<file path="src/design/fipd_pkg.sv">
// fall impact peak detector: shared types, widths, codes and reset values
// no dependencies; imported by every module of the block
`timescale 1ns / 1ps
`default_nettype none

package fipd_pkg;

    // sample and magnitude widths
    localparam int SAMPLE_WIDTH = 14;
    localparam int SUM_W        = 2 * SAMPLE_WIDTH;
    localparam int THRESH_W     = 28;
    localparam int CMP_W        = (SUM_W > THRESH_W) ? SUM_W : THRESH_W;
    localparam int WIN_W        = 10;
    localparam int TMR_W        = 16;
    localparam int ROOT_W       = 14;

    // square root unit
    localparam int ROOT_STEPS   = SAMPLE_WIDTH;
    localparam int REM_W        = SAMPLE_WIDTH + 3;
    localparam int STEP_CNT_W   = $clog2(ROOT_STEPS + 1);

    // stream packing
    localparam int IN_DATA_W    = ((3 * SAMPLE_WIDTH + 7) / 8) * 8;
    localparam int OUT_FIELDS_W = 2 + 1 + 1 + ROOT_W;
    localparam int OUT_DATA_W   = ((OUT_FIELDS_W + 7) / 8) * 8;
    localparam int OUT_PAD_W    = OUT_DATA_W - OUT_FIELDS_W;

    // configuration port
    localparam int CFG_IDX_W    = 2;
    localparam int CFG_DATA_W   = 28;

    localparam logic [THRESH_W-1:0] THRESH_RST = THRESH_W'(7000);
    localparam logic [WIN_W-1:0]    WINDOW_RST = WIN_W'(100);
    localparam logic [TMR_W-1:0]    TIMEOUT_RST = TMR_W'(10000);
    localparam logic [TMR_W-1:0]    HALF_RST   = TMR_W'(500);

    typedef enum logic [1:0] {
        OP_TICK   = 2'd0,
        OP_SAMPLE = 2'd1,
        OP_FALL   = 2'd2,
        OP_KEY    = 2'd3
    } op_t;

    typedef enum logic [1:0] {
        PH_WAIT   = 2'd0,
        PH_DETECT = 2'd1,
        PH_TRACK  = 2'd2,
        PH_SHOW   = 2'd3
    } phase_t;

    typedef enum logic [CFG_IDX_W-1:0] {
        CFG_THRESH  = 2'd0,
        CFG_WINDOW  = 2'd1,
        CFG_TIMEOUT = 2'd2,
        CFG_HALF    = 2'd3
    } cfg_idx_t;

endpackage

`default_nettype wire

</file>
<file path="src/design/fipd_mag.sv">
// fall impact peak detector: squared magnitude of one three-axis sample
// one shared multiplier, one axis per cycle; uses fipd_pkg
`timescale 1ns / 1ps
`default_nettype none

module fipd_mag
    import fipd_pkg::*;
(
    input  wire                             clk,
    input  wire                             rst_n,
    input  wire                             start,
    input  wire logic signed [SAMPLE_WIDTH-1:0] accel_x,
    input  wire logic signed [SAMPLE_WIDTH-1:0] accel_y,
    input  wire logic signed [SAMPLE_WIDTH-1:0] accel_z,
    output logic                            done,
    output logic [SUM_W-1:0]                sum
);

    logic [SAMPLE_WIDTH-1:0] abs_x_reg, abs_y_reg, abs_z_reg;
    logic [SAMPLE_WIDTH-1:0] abs_x_next, abs_y_next, abs_z_next;
    logic [SUM_W-1:0]        prod_reg, prod_next;
    logic [SUM_W-1:0]        acc_reg, acc_next;
    logic [1:0]              step_reg, step_next;
    logic                    busy_reg, busy_next;
    logic                    done_reg, done_next;
    logic [SAMPLE_WIDTH-1:0] mul_a;

    function automatic logic [SAMPLE_WIDTH-1:0] abs_of(input logic [SAMPLE_WIDTH-1:0] raw);
        if (raw[SAMPLE_WIDTH-1])
        begin
            return (~raw) + SAMPLE_WIDTH'(1);
        end
        return raw;
    endfunction

    // operand select for the shared multiplier
    always_comb
    begin
        case (step_reg)
            2'd0:    mul_a = abs_x_reg;
            2'd1:    mul_a = abs_y_reg;
            2'd2:    mul_a = abs_z_reg;
            default: mul_a = '0;
        endcase
    end

    always_comb
    begin
        abs_x_next = abs_x_reg;
        abs_y_next = abs_y_reg;
        abs_z_next = abs_z_reg;
        prod_next  = prod_reg;
        acc_next   = acc_reg;
        step_next  = step_reg;
        busy_next  = busy_reg;
        done_next  = 1'b0;
        if (start)
        begin
            abs_x_next = abs_of(accel_x);
            abs_y_next = abs_of(accel_y);
            abs_z_next = abs_of(accel_z);
            acc_next   = '0;
            step_next  = 2'd0;
            busy_next  = 1'b1;
        end
        else if (busy_reg)
        begin
            prod_next = SUM_W'(mul_a) * SUM_W'(mul_a);
            if (step_reg != 2'd0)
            begin
                acc_next = acc_reg + prod_reg;
            end
            step_next = step_reg + 2'd1;
            if (step_reg == 2'd3)
            begin
                busy_next = 1'b0;
                done_next = 1'b1;
            end
        end
    end

    always_ff @(posedge clk or negedge rst_n)
    begin
        if (!rst_n)
        begin
            step_reg <= 2'd0;
            busy_reg <= 1'b0;
            done_reg <= 1'b0;
        end
        else
        begin
            step_reg <= step_next;
            busy_reg <= busy_next;
            done_reg <= done_next;
        end
    end

    always_ff @(posedge clk)
    begin
        abs_x_reg <= abs_x_next;
        abs_y_reg <= abs_y_next;
        abs_z_reg <= abs_z_next;
        prod_reg  <= prod_next;
        acc_reg   <= acc_next;
    end

    assign done = done_reg;
    assign sum  = acc_reg;

endmodule

`default_nettype wire

</file>
<file path="src/design/fipd_sqrt.sv">
// fall impact peak detector: floor square root, two radicand bits per cycle
// shared compare-subtract unit under a step counter; uses fipd_pkg
`timescale 1ns / 1ps
`default_nettype none

module fipd_sqrt
    import fipd_pkg::*;
(
    input  wire                     clk,
    input  wire                     rst_n,
    input  wire                     start,
    input  wire  [SUM_W-1:0]        value,
    output logic                    done,
    output logic [SAMPLE_WIDTH-1:0] root
);

    logic [SUM_W-1:0]        val_reg, val_next;
    logic [REM_W-1:0]        rem_reg, rem_next;
    logic [SAMPLE_WIDTH-1:0] root_reg, root_next;
    logic [STEP_CNT_W-1:0]   cnt_reg, cnt_next;
    logic                    busy_reg, busy_next;
    logic                    done_reg, done_next;
    logic [REM_W-1:0]        work;
    logic [REM_W-1:0]        trial;

    // bring down the next two radicand bits and try root*4+1
    assign work  = {rem_reg[REM_W-3:0], val_reg[SUM_W-1 -: 2]};
    assign trial = {1'b0, root_reg, 2'b01};

    always_comb
    begin
        val_next  = val_reg;
        rem_next  = rem_reg;
        root_next = root_reg;
        cnt_next  = cnt_reg;
        busy_next = busy_reg;
        done_next = 1'b0;
        if (start)
        begin
            val_next  = value;
            rem_next  = '0;
            root_next = '0;
            cnt_next  = STEP_CNT_W'(ROOT_STEPS);
            busy_next = 1'b1;
        end
        else if (busy_reg)
        begin
            val_next = val_reg << 2;
            if (work >= trial)
            begin
                rem_next  = work - trial;
                root_next = {root_reg[SAMPLE_WIDTH-2:0], 1'b1};
            end
            else
            begin
                rem_next  = work;
                root_next = {root_reg[SAMPLE_WIDTH-2:0], 1'b0};
            end
            cnt_next = cnt_reg - STEP_CNT_W'(1);
            if (cnt_reg == STEP_CNT_W'(1))
            begin
                busy_next = 1'b0;
                done_next = 1'b1;
            end
        end
    end

    always_ff @(posedge clk or negedge rst_n)
    begin
        if (!rst_n)
        begin
            cnt_reg  <= '0;
            busy_reg <= 1'b0;
            done_reg <= 1'b0;
        end
        else
        begin
            cnt_reg  <= cnt_next;
            busy_reg <= busy_next;
            done_reg <= done_next;
        end
    end

    always_ff @(posedge clk)
    begin
        val_reg  <= val_next;
        rem_reg  <= rem_next;
        root_reg <= root_next;
    end

    assign done = done_reg;
    assign root = root_reg;

endmodule

`default_nettype wire

</file>
<file path="src/design/fall_impact_peak_detector.sv">
// fall impact peak detector: top level with phase sequencer and timers
// instantiates fipd_mag and fipd_sqrt; uses fipd_pkg
`timescale 1ns / 1ps
`default_nettype none

// Each input item carries an op in s_tuser (tick of 1 ms, acceleration sample,
// free-fall event or key press) and the three signed axis samples in s_tdata.
// Every item gives exactly one result item: the phase, the warning led level and
// the sensor mode as they stand after the item, plus peak_valid in m_tuser and
// the floor square root of the peak on the tick that closes a measurement.
// The block takes one item at a time and drops s_tready while it works on it.
// Ticks, free-fall events and key presses pass the emit state on their way to
// the result register. A sample first goes through the magnitude unit, where
// the three squares go one per cycle through a single shared multiplier and are
// summed into one accumulator. The tick that ends peak tracking waits on the
// square root unit, which resolves one root bit per cycle over 14 steps.
// A result not yet taken does not stop the next item from being accepted;
// the block only waits to load the result register while it is still full.
// Configuration writes are taken in any cycle (cfg_ready is always high) and
// are meant to be issued only while the block is idle.
module fall_impact_peak_detector
    import fipd_pkg::*;
(
    input  wire                    clk,
    input  wire                    rst_n,
    // input stream
    input  wire                    s_tvalid,
    output logic                   s_tready,
    input  wire  [IN_DATA_W-1:0]   s_tdata,    // accel_x, accel_y, accel_z, zero pad
    input  wire  [1:0]             s_tuser,    // op
    // result stream
    output logic                   m_tvalid,
    input  wire                    m_tready,
    output logic [OUT_DATA_W-1:0]  m_tdata,    // phase, warning_led, sample_mode,
                                               // peak_root, zero pad
    output logic                   m_tuser,    // peak_valid
    // configuration write channel
    input  wire                    cfg_valid,
    output logic                   cfg_ready,
    input  wire  [CFG_IDX_W-1:0]   cfg_index,
    input  wire  [CFG_DATA_W-1:0]  cfg_data
);

    // sequencer states
    typedef enum logic [3:0] {
        ST_IDLE = 4'b0001,
        ST_MAG  = 4'b0010,
        ST_ROOT = 4'b0100,
        ST_EMIT = 4'b1000
    } state_t;

    state_t                 state_reg, state_next;
    phase_t                 phase_reg, phase_next;
    logic [SUM_W-1:0]       peak_reg, peak_next;
    logic [WIN_W-1:0]       win_cnt_reg, win_cnt_next;
    logic [TMR_W-1:0]       tmo_cnt_reg, tmo_cnt_next;
    logic [TMR_W-1:0]       blink_cnt_reg, blink_cnt_next;
    logic                   led_reg, led_next;
    logic                   blinking_reg, blinking_next;
    logic                   pend_valid_reg, pend_valid_next;

    // configuration registers
    logic [THRESH_W-1:0]    thresh_reg, thresh_next;
    logic [WIN_W-1:0]       win_ticks_reg, win_ticks_next;
    logic [TMR_W-1:0]       tmo_ticks_reg, tmo_ticks_next;
    logic [TMR_W-1:0]       half_reg, half_next;

    // result register
    logic                   out_full_reg, out_full_next;
    phase_t                 out_phase_reg, out_phase_next;
    logic                   out_led_reg, out_led_next;
    logic                   out_mode_reg, out_mode_next;
    logic                   out_valid_reg, out_valid_next;
    logic [ROOT_W-1:0]      out_root_reg, out_root_next;

    logic                   accept;
    op_t                    op;
    logic                   mag_start, mag_done;
    logic [SUM_W-1:0]       mag_sum;
    logic                   sqrt_start, sqrt_done;
    logic [SAMPLE_WIDTH-1:0] sqrt_root;
    logic [TMR_W-1:0]       blink_dec;
    logic [WIN_W-1:0]       win_dec;
    logic [TMR_W-1:0]       tmo_dec;
    logic                   out_free;

    assign s_tready  = (state_reg == ST_IDLE);
    assign accept    = s_tvalid && s_tready;
    assign op        = op_t'(s_tuser);
    assign cfg_ready = 1'b1;
    // result slot can take a new item this cycle
    assign out_free  = !out_full_reg || m_tready;

    // timers stop at zero
    assign blink_dec = (blink_cnt_reg != '0) ? blink_cnt_reg - TMR_W'(1) : blink_cnt_reg;
    assign win_dec   = (win_cnt_reg != '0) ? win_cnt_reg - WIN_W'(1) : win_cnt_reg;
    assign tmo_dec   = (tmo_cnt_reg != '0) ? tmo_cnt_reg - TMR_W'(1) : tmo_cnt_reg;

    assign mag_start  = accept && (op == OP_SAMPLE);
    // a tick that empties the window closes the measurement
    assign sqrt_start = accept && (op == OP_TICK) && (phase_reg == PH_TRACK)
                        && (win_dec == '0);

    fipd_mag u_mag (
        .clk     (clk),
        .rst_n   (rst_n),
        .start   (mag_start),
        .accel_x (s_tdata[SAMPLE_WIDTH-1:0]),
        .accel_y (s_tdata[2*SAMPLE_WIDTH-1:SAMPLE_WIDTH]),
        .accel_z (s_tdata[3*SAMPLE_WIDTH-1:2*SAMPLE_WIDTH]),
        .done    (mag_done),
        .sum     (mag_sum)
    );

    // peak is sampled into the root unit at the same edge that clears it
    fipd_sqrt u_sqrt (
        .clk   (clk),
        .rst_n (rst_n),
        .start (sqrt_start),
        .value (peak_reg),
        .done  (sqrt_done),
        .root  (sqrt_root)
    );

    always_comb
    begin
        state_next      = state_reg;
        phase_next      = phase_reg;
        peak_next       = peak_reg;
        win_cnt_next    = win_cnt_reg;
        tmo_cnt_next    = tmo_cnt_reg;
        blink_cnt_next  = blink_cnt_reg;
        led_next        = led_reg;
        blinking_next   = blinking_reg;
        pend_valid_next = pend_valid_reg;
        thresh_next     = thresh_reg;
        win_ticks_next  = win_ticks_reg;
        tmo_ticks_next  = tmo_ticks_reg;
        half_next       = half_reg;
        out_full_next   = out_full_reg && !m_tready;
        out_phase_next  = out_phase_reg;
        out_led_next    = out_led_reg;
        out_mode_next   = out_mode_reg;
        out_valid_next  = out_valid_reg;
        out_root_next   = out_root_reg;

        // register writes
        if (cfg_valid)
        begin
            case (cfg_idx_t'(cfg_index))
                CFG_THRESH:  thresh_next    = cfg_data[THRESH_W-1:0];
                CFG_WINDOW:  win_ticks_next = cfg_data[WIN_W-1:0];
                CFG_TIMEOUT: tmo_ticks_next = cfg_data[TMR_W-1:0];
                CFG_HALF:    half_next      = cfg_data[TMR_W-1:0];
                default:     ;
            endcase
        end

        case (state_reg)
            ST_IDLE:
            begin
                if (accept)
                begin
                    pend_valid_next = 1'b0;
                    state_next      = ST_EMIT;
                    case (op)
                        OP_TICK:
                        begin
                            blink_cnt_next = blink_dec;
                            win_cnt_next   = win_dec;
                            tmo_cnt_next   = tmo_dec;
                            // led toggles when the half period runs out
                            if (blinking_reg && (blink_dec == '0))
                            begin
                                led_next       = !led_reg;
                                blink_cnt_next = half_reg;
                            end
                            if (sqrt_start)
                            begin
                                pend_valid_next = 1'b1;
                                peak_next       = '0;
                                tmo_cnt_next    = tmo_ticks_reg;
                                phase_next      = PH_SHOW;
                                state_next      = ST_ROOT;
                            end
                            else if ((phase_reg == PH_SHOW) && (tmo_dec == '0))
                            begin
                                phase_next    = PH_WAIT;
                                blinking_next = 1'b0;
                                led_next      = 1'b0;
                            end
                        end
                        OP_SAMPLE:
                        begin
                            state_next = ST_MAG;
                        end
                        OP_FALL:
                        begin
                            if (phase_reg == PH_WAIT)
                            begin
                                phase_next     = PH_DETECT;
                                blinking_next  = 1'b1;
                                led_next       = 1'b1;
                                blink_cnt_next = half_reg;
                            end
                        end
                        OP_KEY:
                        begin
                            if (phase_reg == PH_SHOW)
                            begin
                                phase_next    = PH_WAIT;
                                blinking_next = 1'b0;
                                led_next      = 1'b0;
                            end
                        end
                        default: ;
                    endcase
                end
            end
            ST_MAG:
            begin
                if (mag_done)
                begin
                    state_next = ST_EMIT;
                    if (phase_reg == PH_DETECT)
                    begin
                        // impact starts peak tracking
                        if (CMP_W'(mag_sum) >= CMP_W'(thresh_reg))
                        begin
                            peak_next    = mag_sum;
                            win_cnt_next = win_ticks_reg;
                            phase_next   = PH_TRACK;
                        end
                    end
                    else if (phase_reg == PH_TRACK)
                    begin
                        // every new peak restarts the window
                        if (mag_sum > peak_reg)
                        begin
                            peak_next    = mag_sum;
                            win_cnt_next = win_ticks_reg;
                        end
                    end
                end
            end
            ST_ROOT:
            begin
                if (sqrt_done)
                begin
                    state_next = ST_EMIT;
                end
            end
            ST_EMIT:
            begin
                if (out_free)
                begin
                    out_full_next  = 1'b1;
                    out_phase_next = phase_reg;
                    out_led_next   = led_reg;
                    out_mode_next  = (phase_reg != PH_WAIT);
                    out_valid_next = pend_valid_reg;
                    out_root_next  = pend_valid_reg ? ROOT_W'(sqrt_root) : '0;
                    state_next     = ST_IDLE;
                end
            end
            default:
            begin
                state_next = ST_IDLE;
            end
        endcase
    end

    always_ff @(posedge clk or negedge rst_n)
    begin
        if (!rst_n)
        begin
            state_reg      <= ST_IDLE;
            phase_reg      <= PH_WAIT;
            peak_reg       <= '0;
            win_cnt_reg    <= '0;
            tmo_cnt_reg    <= '0;
            blink_cnt_reg  <= '0;
            led_reg        <= 1'b0;
            blinking_reg   <= 1'b0;
            pend_valid_reg <= 1'b0;
            thresh_reg     <= THRESH_RST;
            win_ticks_reg  <= WINDOW_RST;
            tmo_ticks_reg  <= TIMEOUT_RST;
            half_reg       <= HALF_RST;
            out_full_reg   <= 1'b0;
        end
        else
        begin
            state_reg      <= state_next;
            phase_reg      <= phase_next;
            peak_reg       <= peak_next;
            win_cnt_reg    <= win_cnt_next;
            tmo_cnt_reg    <= tmo_cnt_next;
            blink_cnt_reg  <= blink_cnt_next;
            led_reg        <= led_next;
            blinking_reg   <= blinking_next;
            pend_valid_reg <= pend_valid_next;
            thresh_reg     <= thresh_next;
            win_ticks_reg  <= win_ticks_next;
            tmo_ticks_reg  <= tmo_ticks_next;
            half_reg       <= half_next;
            out_full_reg   <= out_full_next;
        end
    end

    // result payload
    always_ff @(posedge clk)
    begin
        out_phase_reg <= out_phase_next;
        out_led_reg   <= out_led_next;
        out_mode_reg  <= out_mode_next;
        out_valid_reg <= out_valid_next;
        out_root_reg  <= out_root_next;
    end

    assign m_tvalid = out_full_reg;
    assign m_tdata  = {OUT_PAD_W'(0), out_root_reg, out_mode_reg, out_led_reg, out_phase_reg};
    assign m_tuser  = out_valid_reg;

endmodule

`default_nettype wire

</file>
<file path="config.mk">
export PLATFORM = sky130hd
export DESIGN_NAME = fall_impact_peak_detector
export DESIGN_NICKNAME = d
export VERILOG_FILES = /design/src/design/fipd_pkg.sv /design/src/design/fipd_mag.sv /design/src/design/fipd_sqrt.sv /design/src/design/fall_impact_peak_detector.sv
export SDC_FILE = /design/constraint.sdc
export NUM_CORES = 1
export LEC_CHECK = 0
export BUFFER_PORTS_ARGS = -buffer_cell sky130_fd_sc_hd__buf_2
export CAP_MARGIN = 25
export CORE_ASPECT_RATIO = 0.75
export CORE_UTILIZATION = 30
export DETAILED_ROUTE_END_ITERATION = 6
export GPL_ROUTABILITY_DRIVEN = 1
export GPL_TIMING_DRIVEN = 0
export SLEW_MARGIN = 10
export SYNTH_ARGS = -nofsm -noshare
export SYNTH_HDL_FRONTEND = slang
export SYNTH_HIERARCHICAL = 1
export SYNTH_SLANG_ARGS = --single-unit
</file>
<file path="constraint.sdc">
create_clock -name clk -period 18.9 [get_ports clk]
set_input_delay 0.945 -clock clk [delete_from_list [all_inputs] [get_ports clk]]
set_output_delay 0.945 -clock clk [all_outputs]
set_load 0.03 [all_outputs]
</file>
# After elaboration in Yosys (flattened, before gate mapping)
# Cells that the tools add are included.
# totals
in_bits,85
regBits,334
output_inout_bits,28
# op_classes
n_mux,87
n_addsub,10
multipliers,1
n_reduce_logical,45
bitwise,4
n_lt_le_gt_ge,3
n_eq_ne,36
# op_table
op,count
$mux W28,10
$mux W14,6
$mux W10,8
$mux W16,5
$pmux W28 S2,1
$add A14 B1 Y14 const B,3
$not A14 Y14,3
$pmux W14 S3,1
$logic_not A16 Y1,2
$pmux W16 S2,1
$reduce_bool A16 Y1,2
$sub A16 B1 Y16 const B,2
$mux W1,30
$add A28 B28 Y28,1
$ge A28 B28 Y1,1
$gt A28 B28 Y1,1
$mul A14 B14 Y28,1
$mux W4,7
$mux W2,10
$pmux W10 S2,1
$ge A17 B16 Y1,1
$eq A2 B2 Y1 const B,8
$pmux W4 S4,1
$reduce_and A2 Y1,8
34 further kinds,72

# Logic depth before layout (Yosys ltp)
# Gate-level depths: netlist of run 1.
# depth
word_depth,9
ltp_mapped,30
mapped_depth_nobuf,27

# Cells and area by module
# The synthesis of run 1 kept the hierarchy.
# by_module_without_submodules
mod,area_each_um2,cells_each,n_inst
fipd_mag,11180.7,1187,1
fall_impact_peak_detector,9914.5,1000,1
fipd_sqrt,3563.4,343,1

# Worst setup path before layout of run 1
# Ideal clock, no wire load.
# synth_timing
path_type,register to register
startpoint,register u_mag.step_reg[0]
endpoint,register u_mag.prod_reg[20] (data pin)
slack_ns,11.861
arrival_time_ns,6.774
path_buffers,3
path_stages_with_launch,25
cell_sequence,dfrtp_1 > inv_1 > ha_1 > buf_6 > clkbuf_1 > a222oi_1 > clkbuf_1 > nor2_1 > fa_1 > inv_1 > fa_1 > inv_1 > fa_1 > fa_1 > fa_1 > inv_1 > fa_1 > inv_1 > ha_1 > o21a_1 > a2111oi_0 > o311ai_0 > a21oi_1 > o21ai_0 > xor2_1
# synth_between
elab_chain_len,3
# synth_lines
item,line_no,text
from (decl),fipd_mag.sv:23,"logic [1:0] step_reg, step_next;"
from (signal assigned),fipd_mag.sv:92,step_reg <= step_next;
$eq A2 B2 Y1 (tied with other cells),fipd_mag.sv:39,case (step_reg)
$pmux W14 S3 (*),fipd_mag.sv:39,
$mul A14 B14 Y28 (*),fipd_mag.sv:68,prod_next = SUM_W'(mul_a) * SUM_W'(mul_a);
to (signal assigned),fipd_mag.sv:103,prod_reg <= prod_next;
to (decl),fipd_mag.sv:21,"logic [SUM_W-1:0] prod_reg, prod_next;"
# Mark *: on every way between the ends. The rest lies on a longest branch, timed or not.
# A chain may end at the register's enable or synchronous reset.

# Worst setup path after layout of run 1
# Ends and elaborated chain as after synthesis.

==> flow_summary.toml, run 1 <==
[min_path]
min_path_type = "input port to async pin"

[clock_network]
cts_setup_buffers = 0
cts_buffers = 37
htreeDepth = 2
root_buffer = "clkbuf_16"
cts_tree = "done"
cts_sinks = 333
cts_max_path_buffers = 3
clock_latency_ns = 0.58
path_clk_slew_ns = 0.06
holdBufCountCts = 0
ctsResizeCount = 0

[drt]
drc = 0
wl_um = 63100
postRouteAntennaNets = 0
dr.pass1.iters = 5
routedWlPerCell_um = 16.7
drt-initial-drc-count = 1416
vias_per_cell = 5.00
dr_total_vias = 18840

[place]
gp_congestion = 0.881
post_dp_cell_area_um2 = 26600
dp_hpwl_um = 48800
portBuffers = 98

[yosys]
synth_compound_area_share_pct = 14.9
ys_types = 108
synthTopCellsByArea = "edfxtp_1 (14%), dfrtp_1 (14%), ha_1 (10%)"
ys.flop_type = "dfrtp_1"
synthMuxAreaShare_pct = 4.80
ys_ff_latch = 333
syn_area_um2 = 24700
synth_edf_count = 116
synth_top_area_share_pct = 14.1
synth_top_family_by_area = "adder cells"
yosys_warnings = 6
yosysSeqAreaShare_pct = 35.1
synth-simple-area-share_pct = 15.3
synth_fa_ha_area_share_pct = 19.8
synth-xor-area-share_pct = 3.23
synthArstFlopShare_pct = 48.0
synth_area_leader_cell = "edfxtp_1"
netlist_instances = 2530
syn_area_per_cell_um2 = 9.75

[die]
start_util_pct = 30.5
die_area_um2 = 83400
die_w_um = 333
io_pins = 113
row_count = 90
core_um2 = 80900
die_h_um = 250

[worst_setup_path]
worstPathMaxFanout = 10
critPathMaxStageDelay_ns = 0.56
crit_buf_inv = 8
crit_path_top_delay_cell = "fa_1"
crit_path_start_kind = "flop"
cp.depth = 27
r2r_slack_ns = 10.65
worst_ep_arrival_time_ns = 8.56
required_ns = 19.20
crit_family = "adder cells"
endpoint = "u_mag/prod_reg[20]"
reg2reg_depth = 27
end_kind = "flop"
critPathLaunch = "u_mag/step_reg[0]"
cpMostUsedCell = "fa_1"
criticalPathCategory = "flop to flop"
rr_endpoint = "u_mag/prod_reg[20]"
reg2reg_from = "u_mag/step_reg[0]"

[global_route]
grt_pass1_vias = 18321
grtUsageTotal_pct = 15.1
grt_max_degree = 98
antenna_found_initial = 0
grt_pass1_wl_um = 101000
grt-ovfl-total = 0

[finish]
final_layout_size_suffix_gt1_share_pct = 12.9
postLayoutCellArea_um2 = 27900
utilization_pct = 34.5
syn2layout_area_growth_pct = 13.2
mostFrequentLayoutCells = "inv_1 (310), nand2_1 (220), ha_1 (200), nor2_1 (144), dfrtp_1 (138)"
final_common_cell = "inv_1"
nets = 3085

[run]
maxCapViolCount = 0

[timing]
max_freq_mhz = 121
hold_viol = 0
tns_ns = 0
hold_ws_ns = 0.389
finalSetupViolations = 0
slew_viol_final = 0
fin_worst_skew_ns = 0.0324
timing.final.crit_share_pct = 43.7
worst_slew_pin_slew_ns = 1.15
rsz0062_at_grt = "no"
relSlewSlack_pct = 23.6
period_minus_slack_ns = 8.25

[status]
run_status = "finished clean"
==> cell type report <==
cell class / count / area (µm²)
Inverter: 310 / 1160
Sequential cell: 333 / 8660
Fill cell: 8235 / 52900
Buffer: 105 / 529
Timing Repair Buffer: 107 / 638
Multi-Input combinational cell: 1787 / 14400
Tap cell: 1058 / 1320
Clock inverter: 22 / 239
Antenna cell: 1 / 2.50
Clock buffer: 46 / 1000
==> layer usage <==
metal	wire, µm	global-route usage, %	share of wire [%]	vias up
met4	1030	3.15	1.6	0
met3	3780	2.93	6.0	69
met5	0	0	0	-
li1	-	-	-	9264
met2	27100	23.1	43	482
met1	31100	21.9	49	9025
==> how the worst min path moves through the flow <==
| stage | to | slack, ns | startpoint |
|---|---|---|---|
| 3_3_place_gp | half_reg[9] | 0.49 | half_reg[9] |
| 2_1_floorplan | u_mag/sum[0] | 0.47 | u_mag/sum[0] |
| 6_report | win_cnt_reg[6] | 0.39 | rst_n |
| 4_1_cts | win_cnt_reg[6] | 0.42 | rst_n |
| 3_5_place_dp | win_ticks_reg[3] | 0.49 | win_ticks_reg[3] |
| 5_1_grt | win_cnt_reg[6] | 0.44 | rst_n |
==> per-stage QoR <==
stage,instances,worst slack (ns)
finish,3769,10.65
floorplan,2535,11.86
CTS,3766,10.35
global placement,3691,10.30
detailed placement,3698,10.34
global route,3768,10.35
==> Yosys cell counts (10+ instances only) <==
cell type  number
buf_2          10
nor2_1        146
o21ai_0       124
and2_1         33
a21oi_1       116
a32o_1         28
mux2i_1        36
xnor2_1        75
a21o_1         48
nand4_1        27
and3_1         25
nor2b_1        13
clkbuf_1       64
a22oi_1        19
nand2b_1       21
nand2_1       220
ha_1          200
and4_1         14
or4_1          12
nor3b_1        10
nand3_1        47
inv_1         310
nor3_1         41
fa_1          119
dfxtp_1        57
o31ai_1        17
xor2_1         16
nand3b_1       20
edfxtp_1      116
o211ai_1       20
dfstp_2        22
or3_1          34
o21a_1         12
mux2_2         72
buf_4          18
nor4_1         16
a31oi_1        22
dfrtp_1       138
a211oi_1       15
o22ai_1        12
==> worst reg2reg max path, cell delays in order (launching register included) <==
cell and delay [ns]:
dfrtp_1 0.43, inv_1 0.10, ha_1 0.16, buf_6 0.14
clkbuf_1 0.53, a22oi_1 0.26, nand2_1 0.27, nand2_1 0.27
inv_1 0.33, nand2_1 0.13, fa_1 0.55, fa_1 0.53
inv_1 0.06, fa_1 0.49, inv_1 0.05, fa_1 0.47
inv_1 0.05, fa_1 0.56, fa_1 0.43, ha_1 0.37
a211oi_1 0.26, o211ai_1 0.19, a2111oi_0 0.40, dlymetal6s2s_1 0.24
o311ai_0 0.16, a21oi_1 0.26, o21ai_0 0.14, xor2_1 0.15
==> kinds of logic after synthesis <==
| family | Yosys count |
|---|---|
| AND/OR/NAND/NOR | 725 |
| AO/OA/AOI/OAI | 536 |
| buffers and inverters | 415 |
| flip-flops | 333 |
| adder cells (fa/ha/maj) | 319 |
| multiplexers | 109 |
| XOR/XNOR | 91 |
| other | 2 |
Power of run 1 is not shown: default switching activity piles up to over one toggle a cycle in this logic, so the estimate is an artifact.
==> inputs of run 2 (changes only) <==
Clock period 18.9 ns to 7.8 ns, I/O delays scaled along.
==> run 2 against run 1 <==
Against the previous run: final cell count up 0.21%; utilization is 0.15 points higher; critical path depth down 4; design area grew 0.43%; highest routed layer unchanged.
==> flow_summary.toml, run 2 (synthesized netlist as in run 1, its figures left out) <==
[status]
run_status = "finished clean"

[timing]
max_freq_mhz = 135
tns_ns = 0
timing.final.crit_share_pct = 95.0
hold_ws_ns = 0.0419
relSlewSlack_pct = 35.8
rsz0062_at_grt = "no"
fin_worst_skew_ns = 0.0305
slew_viol_final = 0
finalSetupViolations = 0
worst_slew_pin_slew_ns = 0.954
hold_viol = 0
period_minus_slack_ns = 7.41

[drt]
dr.pass1.iters = 6
routedWlPerCell_um = 16.7
drt-initial-drc-count = 1332
postRouteAntennaNets = 0
vias_per_cell = 4.99
wl_um = 63100
drc = 0
dr_total_vias = 18829

[global_route]
grtUsageTotal_pct = 15.1
grt-ovfl-total = 0
grt_pass1_vias = 18359
met1_usage_pct = 21.9
grtUsageMet3_pct = 2.93
grt_max_degree = 98
antenna_found_initial = 0
grt_util_met2_pct = 23.1
grt_pass1_wl_um = 101000
top_usage_layer = "met2"

[finish]
mostFrequentLayoutCells = "inv_1 (307), nand2_1 (218), ha_1 (198), nor2_1 (142), dfrtp_1 (138)"
final_common_cell = "inv_1"
final_layout_size_suffix_gt1_share_pct = 13.8
n_fill_cell = 8227
syn2layout_area_growth_pct = 13.7
nets = 3093

[die]
row_count = 90
io_pins = 113
start_util_pct = 30.5
die_w_um = 333
die_h_um = 250
core_um2 = 80900
die_area_um2 = 83400

[clock_network]
clock_latency_ns = 0.58
path_clk_slew_ns = 0.06
cts_max_path_buffers = 3
cts_buffers = 37
cts_sinks = 333
root_buffer = "clkbuf_16"
cts_tree = "done"
htreeDepth = 2

[worst_setup_path]
end_kind = "flop"
crit_buf_inv = 6
crit_path_top_delay_cell = "fa_1"
required_ns = 8.10
worst_ep_arrival_time_ns = 7.71
criticalPathCategory = "flop to flop"
crit_family = "adder cells"
worstPathMaxFanout = 10
cpMostUsedCell = "fa_1"
crit_path_start_kind = "flop"
crit_path_cell_trace = "ha_1 -> clkbuf_2 -> inv_1 -> nand2_4 -> clkinvlp_4 -> nand2_1 -> fa_1 -> fa_1 -> inv_1 -> fa_1 -> inv_1 -> fa_1 -> inv_1 -> fa_1 -> fa_1 -> ha_1 -> a211oi_1 -> o211ai_1 -> a2111oi_4 -> o311ai_0 -> a21oi_1 -> o21ai_0 -> xor2_1"
critPathMaxStageDelay_ns = 0.56

[place]
gp_congestion = 0.881
dp_hpwl_um = 48800
portBuffers = 98

[run]
maxCapViolCount = 0

[min_path]
min_path_type = "input port to flop"
## run 2: cell types whose count changed in the layout (fill, tap and decap cells not counted), sizes merged
cell | before | now
clkinvlp | 3 | 5
dlymetal6s2s | 1 | 0
inv | 317 | 315
dlygate4sd3 | 1 | 2
clkbuf | 113 | 111
buf | 143 | 153
## run 2: layout make-up
| cell class | count | area (µm²) | share of cell area (%) |
|---|---|---|---|
| multi-input cells | 1787 | 14400 | 51.4 |
| flip-flops and latches | 333 | 8660 | 30.9 |
| inverters | 310 | 1170 | 4.18 |
| clock inverters | 22 | 239 | 0.853 |
| repair buffers | 117 | 711 | 2.54 |
| diodes | 1 | 2.50 | 0.00893 |
| well taps | 1058 | 1320 | 4.72 |
| plain buffers | 103 | 527 | 1.88 |
| clock buffers | 46 | 1000 | 3.58 |
## run 2: repair_timing
item | CTS | global route
endpoints found under the setup margin | 10 | 12
pin swaps | 3 | 8
hold buffers | 1 | 0
endpoints found under the hold margin | 88 | 0
setup buffers | 2 | 8
resized for setup | 7 | 13
gates cloned | 0 | 0
## run 2: metal layers
| metal | up-vias | part of all wire [%] |
|---|---|---|
| li1 | 9267 | - |
| met1 | 9068 | 50 |
| met2 | 431 | 43 |
| met3 | 63 | 5.5 |
| met4 | 0 | 1.5 |
| met5 | - | 0 |
## run 2: worst reg2reg max path, stage by stage (launching register included)
cell and delay [ns]:
dfrtp_1 0.43, ha_1 0.34, clkbuf_2 0.25, inv_1 0.39, nand2_4 0.17, clkinvlp_4 0.20
nand2_1 0.10, fa_1 0.55, fa_1 0.53, inv_1 0.06, fa_1 0.49, inv_1 0.05
fa_1 0.47, inv_1 0.05, fa_1 0.56, fa_1 0.43, ha_1 0.38, a211oi_1 0.27
o211ai_1 0.23, a2111oi_4 0.48, o311ai_0 0.20, a21oi_1 0.25, o21ai_0 0.15, xor2_1 0.15
## run 2: path summary, 6_finish.rpt
| path | from | endpoint | slack [ns] | depth (start not counted) |
|---|---|---|---|---|
| hold / removal | cfg_data[27] | thresh_reg[27] | 0.04 | 3 |
| min in group asynchronous | rst_n | win_cnt_reg[6] | 0.44 | 2 |
| max in group asynchronous | rst_n | half_reg[7] | 6.49 | 3 |
| hold reg to reg | win_ticks_reg[3] | win_ticks_reg[3] | 0.51 | 1 |
| setup reg to reg | u_mag/step_reg[0] | u_mag/prod_reg[20] | 0.39 | 23 |
| setup / recovery | u_mag/step_reg[0] | u_mag/prod_reg[20] | 0.39 | 23 |
## run 2: metrics by stage
| step | instances | worst slack (ns) | util (%) | area [µm²] |
|---|---|---|---|---|
| finish | 3777 | 0.391 | 34.7 | 28000 |
| global route | 3776 | 0.0258 | 34.7 | 28000 |
| CTS | 3769 | 0.00418 | 34.5 | 27900 |
| detailed placement | 3698 | -0.760 | 33.0 | 26600 |
| global placement | 3691 | -0.796 | 32.8 | 26500 |
| floorplan | 2535 | 0.761 | - | 24700 |
Power of run 2 is left out for the same reason.
